[src/hw/rtl/usxe_pkg.sv]
// Types, byte constants and helper functions shared by the escaper modules.
package usxe_pkg;

    // Byte ranges and special characters
    localparam logic [7:0] BYTE_TAB  = 8'h09;
    localparam logic [7:0] BYTE_LF   = 8'h0A;
    localparam logic [7:0] BYTE_CR   = 8'h0D;
    localparam logic [7:0] PRINT_LO  = 8'h20;
    localparam logic [7:0] PRINT_HI  = 8'h7F;
    localparam logic [7:0] CONT_LO   = 8'h80;
    localparam logic [7:0] CONT_HI   = 8'hBF;
    localparam logic [7:0] LEAD2_LO  = 8'hC2;
    localparam logic [7:0] LEAD2_HI  = 8'hDF;
    localparam logic [7:0] LEAD3_LO  = 8'hE0;
    localparam logic [7:0] LEAD3_HI  = 8'hEF;
    localparam logic [7:0] LEAD4_LO  = 8'hF0;
    localparam logic [7:0] LEAD4_HI  = 8'hF4;

    localparam logic [7:0] CHAR_AMP  = 8'h26;
    localparam logic [7:0] CHAR_LT   = 8'h3C;
    localparam logic [7:0] CHAR_GT   = 8'h3E;
    localparam logic [7:0] CHAR_QUOT = 8'h22;
    localparam logic [7:0] CHAR_APOS = 8'h27;
    localparam logic [7:0] CHAR_SEMI = 8'h3B;

    // U+FFFD encoded as UTF-8
    localparam logic [7:0] REPL_0    = 8'hEF;
    localparam logic [7:0] REPL_1    = 8'hBF;
    localparam logic [7:0] REPL_2    = 8'hBD;

    // Longest literal run of one job (an entity such as &quot;)
    localparam int unsigned MID_MAX  = 6;

    localparam logic [2:0] SEQ_LEN_2 = 3'd2;
    localparam logic [2:0] SEQ_LEN_3 = 3'd3;
    localparam logic [2:0] SEQ_LEN_4 = 3'd4;

    typedef struct packed {
        logic [7:0] in_byte;
        logic       final_byte;
    } t_in_item;

    typedef struct packed {
        logic [7:0] out_byte;
        logic       last_of_run;
        logic       end_of_text;
    } t_out_item;

    typedef enum logic [2:0] {
        CLS_TEXT,
        CLS_LEAD2,
        CLS_LEAD3,
        CLS_LEAD4,
        CLS_CONT,
        CLS_BAD
    } t_byte_class;

    // Literal run: bytes[0] goes out first
    typedef struct packed {
        logic [2:0]                    len;
        logic [MID_MAX-1:0][7:0]       bytes;
    } t_text;

    // One input byte's worth of output: replacements, literal run, replacements
    typedef struct packed {
        logic [1:0]                    pre_repl;
        logic [2:0]                    mid_len;
        logic [MID_MAX-1:0][7:0]       mid;
        logic [1:0]                    post_repl;
        logic                          fin;
    } t_job;

    // Front to queue
    typedef struct packed {
        logic push;
        t_job job;
    } t_push;

    function automatic t_byte_class classify(input logic [7:0] b);
        t_byte_class c;
        if ((b >= PRINT_LO && b <= PRINT_HI) || b == BYTE_TAB || b == BYTE_LF
            || b == BYTE_CR) begin
            c = CLS_TEXT;
        end else if (b >= CONT_LO && b <= CONT_HI) begin
            c = CLS_CONT;
        end else if (b >= LEAD2_LO && b <= LEAD2_HI) begin
            c = CLS_LEAD2;
        end else if (b >= LEAD3_LO && b <= LEAD3_HI) begin
            c = CLS_LEAD3;
        end else if (b >= LEAD4_LO && b <= LEAD4_HI) begin
            c = CLS_LEAD4;
        end else begin
            c = CLS_BAD;
        end
        return c;
    endfunction

    // Text byte to its escaped form
    function automatic t_text escape_text(input logic [7:0] b);
        t_text r;
        r       = '0;
        r.len   = 3'd1;
        r.bytes[0] = b;
        unique case (b)
            CHAR_AMP: begin // &amp;
                r.len = 3'd5;
                r.bytes[0] = CHAR_AMP; r.bytes[1] = 8'h61; r.bytes[2] = 8'h6D;
                r.bytes[3] = 8'h70;    r.bytes[4] = CHAR_SEMI;
            end
            CHAR_LT: begin // &lt;
                r.len = 3'd4;
                r.bytes[0] = CHAR_AMP; r.bytes[1] = 8'h6C; r.bytes[2] = 8'h74;
                r.bytes[3] = CHAR_SEMI;
            end
            CHAR_GT: begin // &gt;
                r.len = 3'd4;
                r.bytes[0] = CHAR_AMP; r.bytes[1] = 8'h67; r.bytes[2] = 8'h74;
                r.bytes[3] = CHAR_SEMI;
            end
            CHAR_QUOT: begin // &quot;
                r.len = 3'd6;
                r.bytes[0] = CHAR_AMP; r.bytes[1] = 8'h71; r.bytes[2] = 8'h75;
                r.bytes[3] = 8'h6F;    r.bytes[4] = 8'h74; r.bytes[5] = CHAR_SEMI;
            end
            CHAR_APOS: begin // &apos;
                r.len = 3'd6;
                r.bytes[0] = CHAR_AMP; r.bytes[1] = 8'h61; r.bytes[2] = 8'h70;
                r.bytes[3] = 8'h6F;    r.bytes[4] = 8'h73; r.bytes[5] = CHAR_SEMI;
            end
            default: begin
            end
        endcase
        return r;
    endfunction

    // Times three on a 2-bit count
    function automatic logic [3:0] mul3(input logic [1:0] x);
        return {1'b0, x, 1'b0} + {2'b00, x};
    endfunction

    // Byte of a run of replacement characters at a given offset
    function automatic logic [7:0] repl_byte(input logic [3:0] off);
        logic [7:0] r;
        unique case (off)
            4'd0, 4'd3, 4'd6, 4'd9:  r = REPL_0;
            4'd1, 4'd4, 4'd7, 4'd10: r = REPL_1;
            default:                 r = REPL_2;
        endcase
        return r;
    endfunction

endpackage

[src/hw/rtl/utf8_sanitizing_xml_escaper_top.sv]
// Top level of the UTF-8 sanitising XML escaper.
// Takes text one byte per transaction and returns an XML-escaped stream in
// which every malformed UTF-8 byte is replaced by U+FFFD. Plain text is taken
// at one byte per cycle. A byte that is only held as part of a pending sequence
// produces no output, and the byte that completes the sequence sends all of it
// (two to four bytes), so well-formed UTF-8 also averages one byte per cycle.
// An input byte that yields N output bytes (an entity, or the replacements for
// a broken or unfinished sequence, up to 15 bytes) goes out as N transactions,
// since the emitter sends one byte per cycle. The first output byte of an
// input transaction passes the job queue and the emitter's job register before
// it can be taken. A queue of QUEUE_DEPTH jobs sits between the front end and
// the emitter, so the input keeps flowing while the output stalls or while a
// long entity or replacement run drains, until the queue is full; o_stall is
// then high. There is no configuration and no start-up sweep after reset.
module utf8_sanitizing_xml_escaper_top #(
    parameter int unsigned QUEUE_DEPTH = 2
) (
    input  logic                i_clk,
    input  logic                i_rst_n,
    input  logic                i_valid,
    output logic                o_stall,
    input  usxe_pkg::t_in_item  i_in_item,
    output logic                o_valid,
    input  logic                i_stall,
    output usxe_pkg::t_out_item o_out_item
);
    import usxe_pkg::*;

    t_push queue_push;
    t_job  queue_job;
    logic  queue_full, queue_valid, queue_pop;

    // Classify input and build jobs
    usxe_front u_front (
        .i_clk        (i_clk),
        .i_rst_n      (i_rst_n),
        .i_valid      (i_valid),
        .i_in_item    (i_in_item),
        .o_stall      (o_stall),
        .i_queue_full (queue_full),
        .o_push       (queue_push)
    );

    // Job queue
    usxe_queue #(
        .DEPTH (QUEUE_DEPTH)
    ) u_queue (
        .i_clk   (i_clk),
        .i_rst_n (i_rst_n),
        .i_push  (queue_push),
        .o_full  (queue_full),
        .i_pop   (queue_pop),
        .o_valid (queue_valid),
        .o_job   (queue_job)
    );

    // Expand jobs into output bytes
    usxe_emit u_emit (
        .i_clk       (i_clk),
        .i_rst_n     (i_rst_n),
        .i_job_valid (queue_valid),
        .i_job       (queue_job),
        .o_pop       (queue_pop),
        .o_valid     (o_valid),
        .i_stall     (i_stall),
        .o_out_item  (o_out_item)
    );

endmodule

[src/hw/rtl/usxe_front.sv]
// Front end: accepts input bytes, tracks pending UTF-8 sequences, builds jobs.
module usxe_front (
    input  logic              i_clk,
    input  logic              i_rst_n,
    input  logic              i_valid,
    input  usxe_pkg::t_in_item i_in_item,
    output logic              o_stall,
    input  logic              i_queue_full,
    output usxe_pkg::t_push   o_push
);
    import usxe_pkg::*;

    logic [7:0]  r_held [0:2];
    logic [7:0]  n_held [0:2];
    logic [1:0]  r_cnt, n_cnt;
    logic [2:0]  r_len, n_len;

    logic        accept;
    logic [7:0]  b;
    logic        fin;
    t_byte_class cls;
    t_text       esc;
    t_job        job;
    logic        fresh;

    assign b      = i_in_item.in_byte;
    assign fin    = i_in_item.final_byte;
    assign cls    = classify(b);
    assign esc    = escape_text(b);
    assign accept = i_valid && !i_queue_full;
    assign o_stall = i_queue_full;

    // Sequence tracking and job assembly
    always_comb begin
        job   = '0;
        n_held = r_held;
        n_cnt = r_cnt;
        n_len = r_len;
        fresh = 1'b0;

        if (r_cnt != 2'd0 && cls == CLS_CONT) begin
            if (({1'b0, r_cnt} + 3'd1) >= r_len) begin
                // sequence complete: copy held bytes and this one
                for (int k = 0; k < 3; k++) begin
                    if (k < int'(r_cnt)) begin
                        job.mid[k] = r_held[k];
                    end
                end
                job.mid[{1'b0, r_cnt}] = b;
                job.mid_len = {1'b0, r_cnt} + 3'd1;
                n_cnt = 2'd0;
                n_len = 3'd0;
            end else begin
                n_held[r_cnt] = b;
                n_cnt = r_cnt + 2'd1;
            end
        end else begin
            // broken sequence (if any) is flushed ahead of this byte
            job.pre_repl = r_cnt;
            fresh = 1'b1;
        end

        if (fresh) begin
            n_cnt = 2'd0;
            n_len = 3'd0;
            unique case (cls)
                CLS_TEXT: begin
                    job.mid_len = esc.len;
                    job.mid     = esc.bytes;
                end
                CLS_LEAD2: begin
                    n_held[0] = b; n_cnt = 2'd1; n_len = SEQ_LEN_2;
                end
                CLS_LEAD3: begin
                    n_held[0] = b; n_cnt = 2'd1; n_len = SEQ_LEN_3;
                end
                CLS_LEAD4: begin
                    n_held[0] = b; n_cnt = 2'd1; n_len = SEQ_LEN_4;
                end
                default: begin
                    job.mid_len = 3'd3;
                    job.mid[0]  = REPL_0;
                    job.mid[1]  = REPL_1;
                    job.mid[2]  = REPL_2;
                end
            endcase
        end

        // end of text flushes whatever is still pending
        if (fin) begin
            job.post_repl = n_cnt;
            n_cnt = 2'd0;
            n_len = 3'd0;
        end
        job.fin = fin;
    end

    assign o_push.job  = job;
    assign o_push.push = accept && (job.pre_repl != 2'd0 || job.mid_len != 3'd0
                                    || job.post_repl != 2'd0);

    // Control state
    always_ff @(posedge i_clk) begin
        if (!i_rst_n) begin
            r_cnt <= 2'd0;
            r_len <= 3'd0;
        end else if (accept) begin
            r_cnt <= n_cnt;
            r_len <= n_len;
        end
    end

    // Held sequence bytes
    always_ff @(posedge i_clk) begin
        if (accept) begin
            r_held <= n_held;
        end
    end

endmodule

[src/hw/rtl/usxe_queue.sv]
// Short job queue between the front end and the emitter.
module usxe_queue #(
    parameter int unsigned DEPTH = 2
) (
    input  logic            i_clk,
    input  logic            i_rst_n,
    input  usxe_pkg::t_push i_push,
    output logic            o_full,
    input  logic            i_pop,
    output logic            o_valid,
    output usxe_pkg::t_job  o_job
);
    import usxe_pkg::*;

    localparam int unsigned PTR_W = (DEPTH > 1) ? $clog2(DEPTH) : 1;
    localparam int unsigned CNT_W = $clog2(DEPTH + 1);
    localparam logic [PTR_W-1:0] PTR_LAST = PTR_W'(DEPTH - 1);
    localparam logic [CNT_W-1:0] CNT_FULL = CNT_W'(DEPTH);

    t_job              r_mem [0:DEPTH-1];
    logic [PTR_W-1:0]  r_wr_ptr, r_rd_ptr;
    logic [CNT_W-1:0]  r_count;
    logic              do_push, do_pop;

    assign o_full  = (r_count == CNT_FULL);
    assign o_valid = (r_count != '0);
    assign o_job   = r_mem[r_rd_ptr];
    assign do_push = i_push.push && !o_full;
    assign do_pop  = i_pop && o_valid;

    // Pointers and fill count
    always_ff @(posedge i_clk) begin
        if (!i_rst_n) begin
            r_wr_ptr <= '0;
            r_rd_ptr <= '0;
            r_count  <= '0;
        end else begin
            if (do_push) begin
                r_wr_ptr <= (r_wr_ptr == PTR_LAST) ? '0 : r_wr_ptr + 1'b1;
            end
            if (do_pop) begin
                r_rd_ptr <= (r_rd_ptr == PTR_LAST) ? '0 : r_rd_ptr + 1'b1;
            end
            if (do_push && !do_pop) begin
                r_count <= r_count + 1'b1;
            end else if (do_pop && !do_push) begin
                r_count <= r_count - 1'b1;
            end
        end
    end

    // Job storage
    always_ff @(posedge i_clk) begin
        if (do_push) begin
            r_mem[r_wr_ptr] <= i_push.job;
        end
    end

endmodule

[src/hw/rtl/usxe_emit.sv]
// Back end: expands a job into output bytes, one per cycle unless stalled.
module usxe_emit (
    input  logic                i_clk,
    input  logic                i_rst_n,
    input  logic                i_job_valid,
    input  usxe_pkg::t_job      i_job,
    output logic                o_pop,
    output logic                o_valid,
    input  logic                i_stall,
    output usxe_pkg::t_out_item o_out_item
);
    import usxe_pkg::*;

    t_job        r_job;
    logic        r_busy;
    logic [3:0]  r_idx;
    logic [3:0]  r_last_idx;

    logic        take, is_last, load_ok;
    logic [3:0]  seg_a, seg_b, mid_off, post_off, job_len;
    logic [7:0]  byte_sel;

    assign take    = r_busy && !i_stall;
    assign is_last = (r_idx == r_last_idx);
    assign load_ok = !r_busy || (take && is_last);
    assign o_pop   = load_ok && i_job_valid;

    // Total output bytes of the incoming job
    assign job_len = mul3(i_job.pre_repl) + {1'b0, i_job.mid_len} + mul3(i_job.post_repl);

    // Segment boundaries of the current job
    assign seg_a    = mul3(r_job.pre_repl);
    assign seg_b    = seg_a + {1'b0, r_job.mid_len};
    assign mid_off  = r_idx - seg_a;
    assign post_off = r_idx - seg_b;

    // Byte select: leading replacements, literal run, trailing replacements
    always_comb begin
        if (r_idx < seg_a) begin
            byte_sel = repl_byte(r_idx);
        end else if (r_idx < seg_b) begin
            byte_sel = r_job.mid[mid_off[2:0]];
        end else begin
            byte_sel = repl_byte(post_off);
        end
    end

    assign o_valid                = r_busy;
    assign o_out_item.out_byte    = byte_sel;
    assign o_out_item.last_of_run = is_last;
    assign o_out_item.end_of_text = is_last && r_job.fin;

    // Control state
    always_ff @(posedge i_clk) begin
        if (!i_rst_n) begin
            r_busy <= 1'b0;
            r_idx  <= 4'd0;
        end else if (o_pop) begin
            r_busy <= 1'b1;
            r_idx  <= 4'd0;
        end else if (take && is_last) begin
            r_busy <= 1'b0;
        end else if (take) begin
            r_idx  <= r_idx + 4'd1;
        end
    end

    // Current job
    always_ff @(posedge i_clk) begin
        if (o_pop) begin
            r_job      <= i_job;
            r_last_idx <= job_len - 4'd1;
        end
    end

endmodule

[config.mk]
export PLATFORM = sky130hd
export DESIGN_NAME = utf8_sanitizing_xml_escaper_top
export DESIGN_NICKNAME = d
export VERILOG_FILES = /design/src/hw/rtl/usxe_pkg.sv /design/src/hw/rtl/utf8_sanitizing_xml_escaper_top.sv /design/src/hw/rtl/usxe_front.sv /design/src/hw/rtl/usxe_queue.sv /design/src/hw/rtl/usxe_emit.sv
export SDC_FILE = /design/constraint.sdc
export NUM_CORES = 1
export LEC_CHECK = 0
export BUFFER_PORTS_ARGS = -buffer_cell sky130_fd_sc_hd__buf_2
export CAP_MARGIN = 20
export CORE_ASPECT_RATIO = 1.25
export CORE_MARGIN = 3
export CORE_UTILIZATION = 25
export CTS_BUF_LIST = sky130_fd_sc_hd__clkbuf_2 sky130_fd_sc_hd__clkbuf_4 sky130_fd_sc_hd__clkbuf_8
export CTS_CLUSTER_SIZE = 10
export DETAILED_ROUTE_END_ITERATION = 10
export PLACE_DENSITY = 0.45
export SLEW_MARGIN = 20
export SYNTH_ARGS = -nofsm -noshare
export SYNTH_HDL_FRONTEND = slang
export SYNTH_SLANG_ARGS = --single-unit
[constraint.sdc]
create_clock -name i_clk -period 4.8 [get_ports i_clk]
set_input_delay 0.24 -clock i_clk [delete_from_list [all_inputs] [get_ports i_clk]]
set_output_delay 0.24 -clock i_clk [all_outputs]
set_load 0.01 [all_outputs]
==> flow_summary.toml <==
[setup_path]
crit_type = "reg -> out"
r2r_slack_ns = 1.04
worstPathRequired_ns = 4.56
slowest_stage = "a21oi_1"
cp.arrival_ns = 3.66
cp_common_cell = "ha_1"
cp_cell_sequence = "inv_1 -> ha_1 -> inv_1 -> ha_1 -> a21o_1 -> a21oi_1 -> xnor2_1 -> ha_1 -> a21oi_1 -> nor2b_1 -> o311ai_0 -> buf_2"
critPathMaxFanout = 8
cp_top_family = "compound AO/OA/AOI/OAI gates"
worst_setup_path_end_kind = "output port"
crit_buf_inv = 3
cpPeakStageDelay_ns = 0.45
critPathLaunchType = "register"

[cts]
h-tree-depth = 4
cts_made_buffers = 17
clk_pin_slew_ns = 0.09
holdBufCountCts = 0
cts_tree = "done"
cts.sinks = 179
cts_resized = 0
insertion_delay_ns = 0.46
clock_path_buffers = 2
root_buffer = "clkbuf_8"
post-cts-setup-buffers = 0

[sta]
fin_skew_ns = 0.00924
post-route-period-util_pct = 81.2
layout_setup_ws_ns = 0.904
hold_viol = 0
fmax_ghz = 0.257
tightest_slew_ns = 1.00
maxSlewHeadroom_pct = 33.1
setup_tns_ns = 0
whs_ns = 0.138
rsz0062_at_grt = "no"
fin_crit_ns = 3.90
setup-violations-final = 0
maxSlewViolCount = 0

[detailed_routing]
drc_errors = 0
ant_nets = 0
viasPerCell = 4.47
wl_mm = 18.6
wl_per_cell_um = 16.9
num_vias = 4918
firstDrtPassIters = 4
drtIter0Drc = 278

[layout]
fillers = 3463
post-route-util_pct = 28.4
finalNetCount = 720
syn_to_final_growth_pct = 11.6
fin_cells = 1101
layout_common_cells = "edfxtp_1, inv_1, a21oi_1"
final_common_cell = "edfxtp_1"
diodes = 0
final_area_sq_um = 9590
drive_above_1_share_pct = 18.3

[synth]
post_synth.cell_area_avg_sq_um = 13.4
synth_edf_count = 161
ys_types = 67
syn_inst = 640
ys_seq_area_share_pct = 60.4
ys_warn_count = 0
synth_seq_cells = 179
syn_nets = 695
synth-main-ff-cell = "edfxtp_1"
async_reset_ff_share_pct = 0
synth_area_sq_um = 8590

[min_path]
hold_path.class = "in -> reg"

[floorplanning]
placementRows = 75
initial_core_util_pct = 25.4
fp.dieArea_sq_um = 36700
io_pins = 25
die_width_um = 172
core-area_sq_um = 33800
dieHeight_um = 213

[placement]
portBuffers = 24
dp_slack_ns = 1.00
placed_area_sq_um = 9190
gp_congestion = 0.800
dp.cells = 1069
dp_hpwl_mm = 13.2

[job]
drv_cap = 0

[global_route]
grt_usage_pct = 10.6
grt_pass1_vias = 5093
grt_overflow = 0
grt_max_degree = 48
antenna_found_initial = 0
grt_pass1_wl_mm = 29.2

[power_and_ir_drop]
p_leak_nw = 3.48
p_total_mw = 5.50
powerDensity_nw_per_um2 = 573
irDropWorstVdd_mv = 0.187

[status]
status = "finished clean"
==> routing by layer <==
layer,global-route usage [%],vias up,share of wire (%)
met5,0,-,0
met4,3.75,0,2.0
met3,2.13,25,2.8
met2,18.2,85,50
met1,13.3,2406,45
li1,-,2402,-
==> Yosys cell counts, types with 5 or more instances <==
master	count	area (sq um)
o21ai_1	6	30.0
inv_1	49	184
clkbuf_1	18	67.6
edfxtp_1	161	4830
nand2_1	37	139
nand2b_1	5	31.3
mux2i_1	12	120
xor2_1	7	61.3
and2_1	9	56.3
nor2b_1	12	75.1
o21ai_0	16	80.1
ha_1	34	425
nor2_1	37	139
a21o_1	8	60.1
a22o_1	11	96.3
mux2_2	41	462
fa_1	8	160
a21oi_1	43	215
nand3_1	5	25.0
mux4_2	8	180
dfxtp_1	18	360
mux2_1	5	56.3
and3_1	6	37.5
xnor2_1	13	114
nor3_1	5	25.0
==> path summary, 6_finish.rpt <==
kind	startpoint	end	cells past startpoint
worst max-delay path	u_emit.r_job[54]$_DFFE_PP_	o_out_item[5]	12
worst min-delay path	i_rst_n	u_queue.r_wr_ptr$_SDFFE_PN0P_	3
worst max register to register	u_front.r_cnt[0]$_SDFFE_PN0P_	u_queue.r_mem[1][29]$_DFFE_PP_	12
worst min register to register	u_queue.r_wr_ptr$_SDFFE_PN0P_	u_queue.r_wr_ptr$_SDFFE_PN0P_	2
==> cells by family (layout without fill, tap and decap cells) <==
kind of cell / after synthesis / count (layout) / synth area share [%]
DFF: 179 / 179 / 60.4
xor gates and xnor gates: 20 / 20 / 2.04
and+or+nand+nor: 138 / 138 / 8.25
buffers and inverters: 73 / 111 / 3.38
AOI/OAI and AO/OA: 122 / 122 / 9.55
adders and majority gates: 42 / 42 / 6.81
muxes: 66 / 66 / 9.52
==> report_power, final <==
group	leakage, nW	total, mW	internal [mW]	switching [mW]
registers	1.66	2.28	2.17	0.109
logic	1.62	2.17	0.951	1.22
clock network	0.199	1.05	0.517	0.531
total	3.48	5.50	3.63	1.86
==> registers in the layout, summed over array words and instances, names as in the netlist, named ones only <==
signal,count
u_queue.r_rd_ptr,1
u_queue.r_wr_ptr,1
u_front.r_len,3
u_front.r_cnt,2
u_emit.r_last_idx,4
u_front.r_held,24
u_emit.r_job,43
u_queue.r_mem,90
u_emit.r_idx,4
u_queue.r_count,2
u_emit.o_valid,1
==> final cells by class <==
| cell class | instances | area (sq um) | share of cell area, % |
|---|---|---|---|
| well taps | 423 | 529 | 5.52 |
| inverters | 49 | 184 | 1.92 |
| clock inverters | 14 | 161 | 1.68 |
| flip-flops and latches | 179 | 5200 | 54.2 |
| multi-input cells | 388 | 3120 | 32.5 |
| clock buffers | 18 | 241 | 2.52 |
| repair buffers | 30 | 165 | 1.72 |
==> worst min-delay path, cell delays in order <==
cell     delay, ns
buf_2         0.17
nand2_1       0.08
mux2i_1       0.05
No activity file was read; power rests on OpenSTA's default activity.
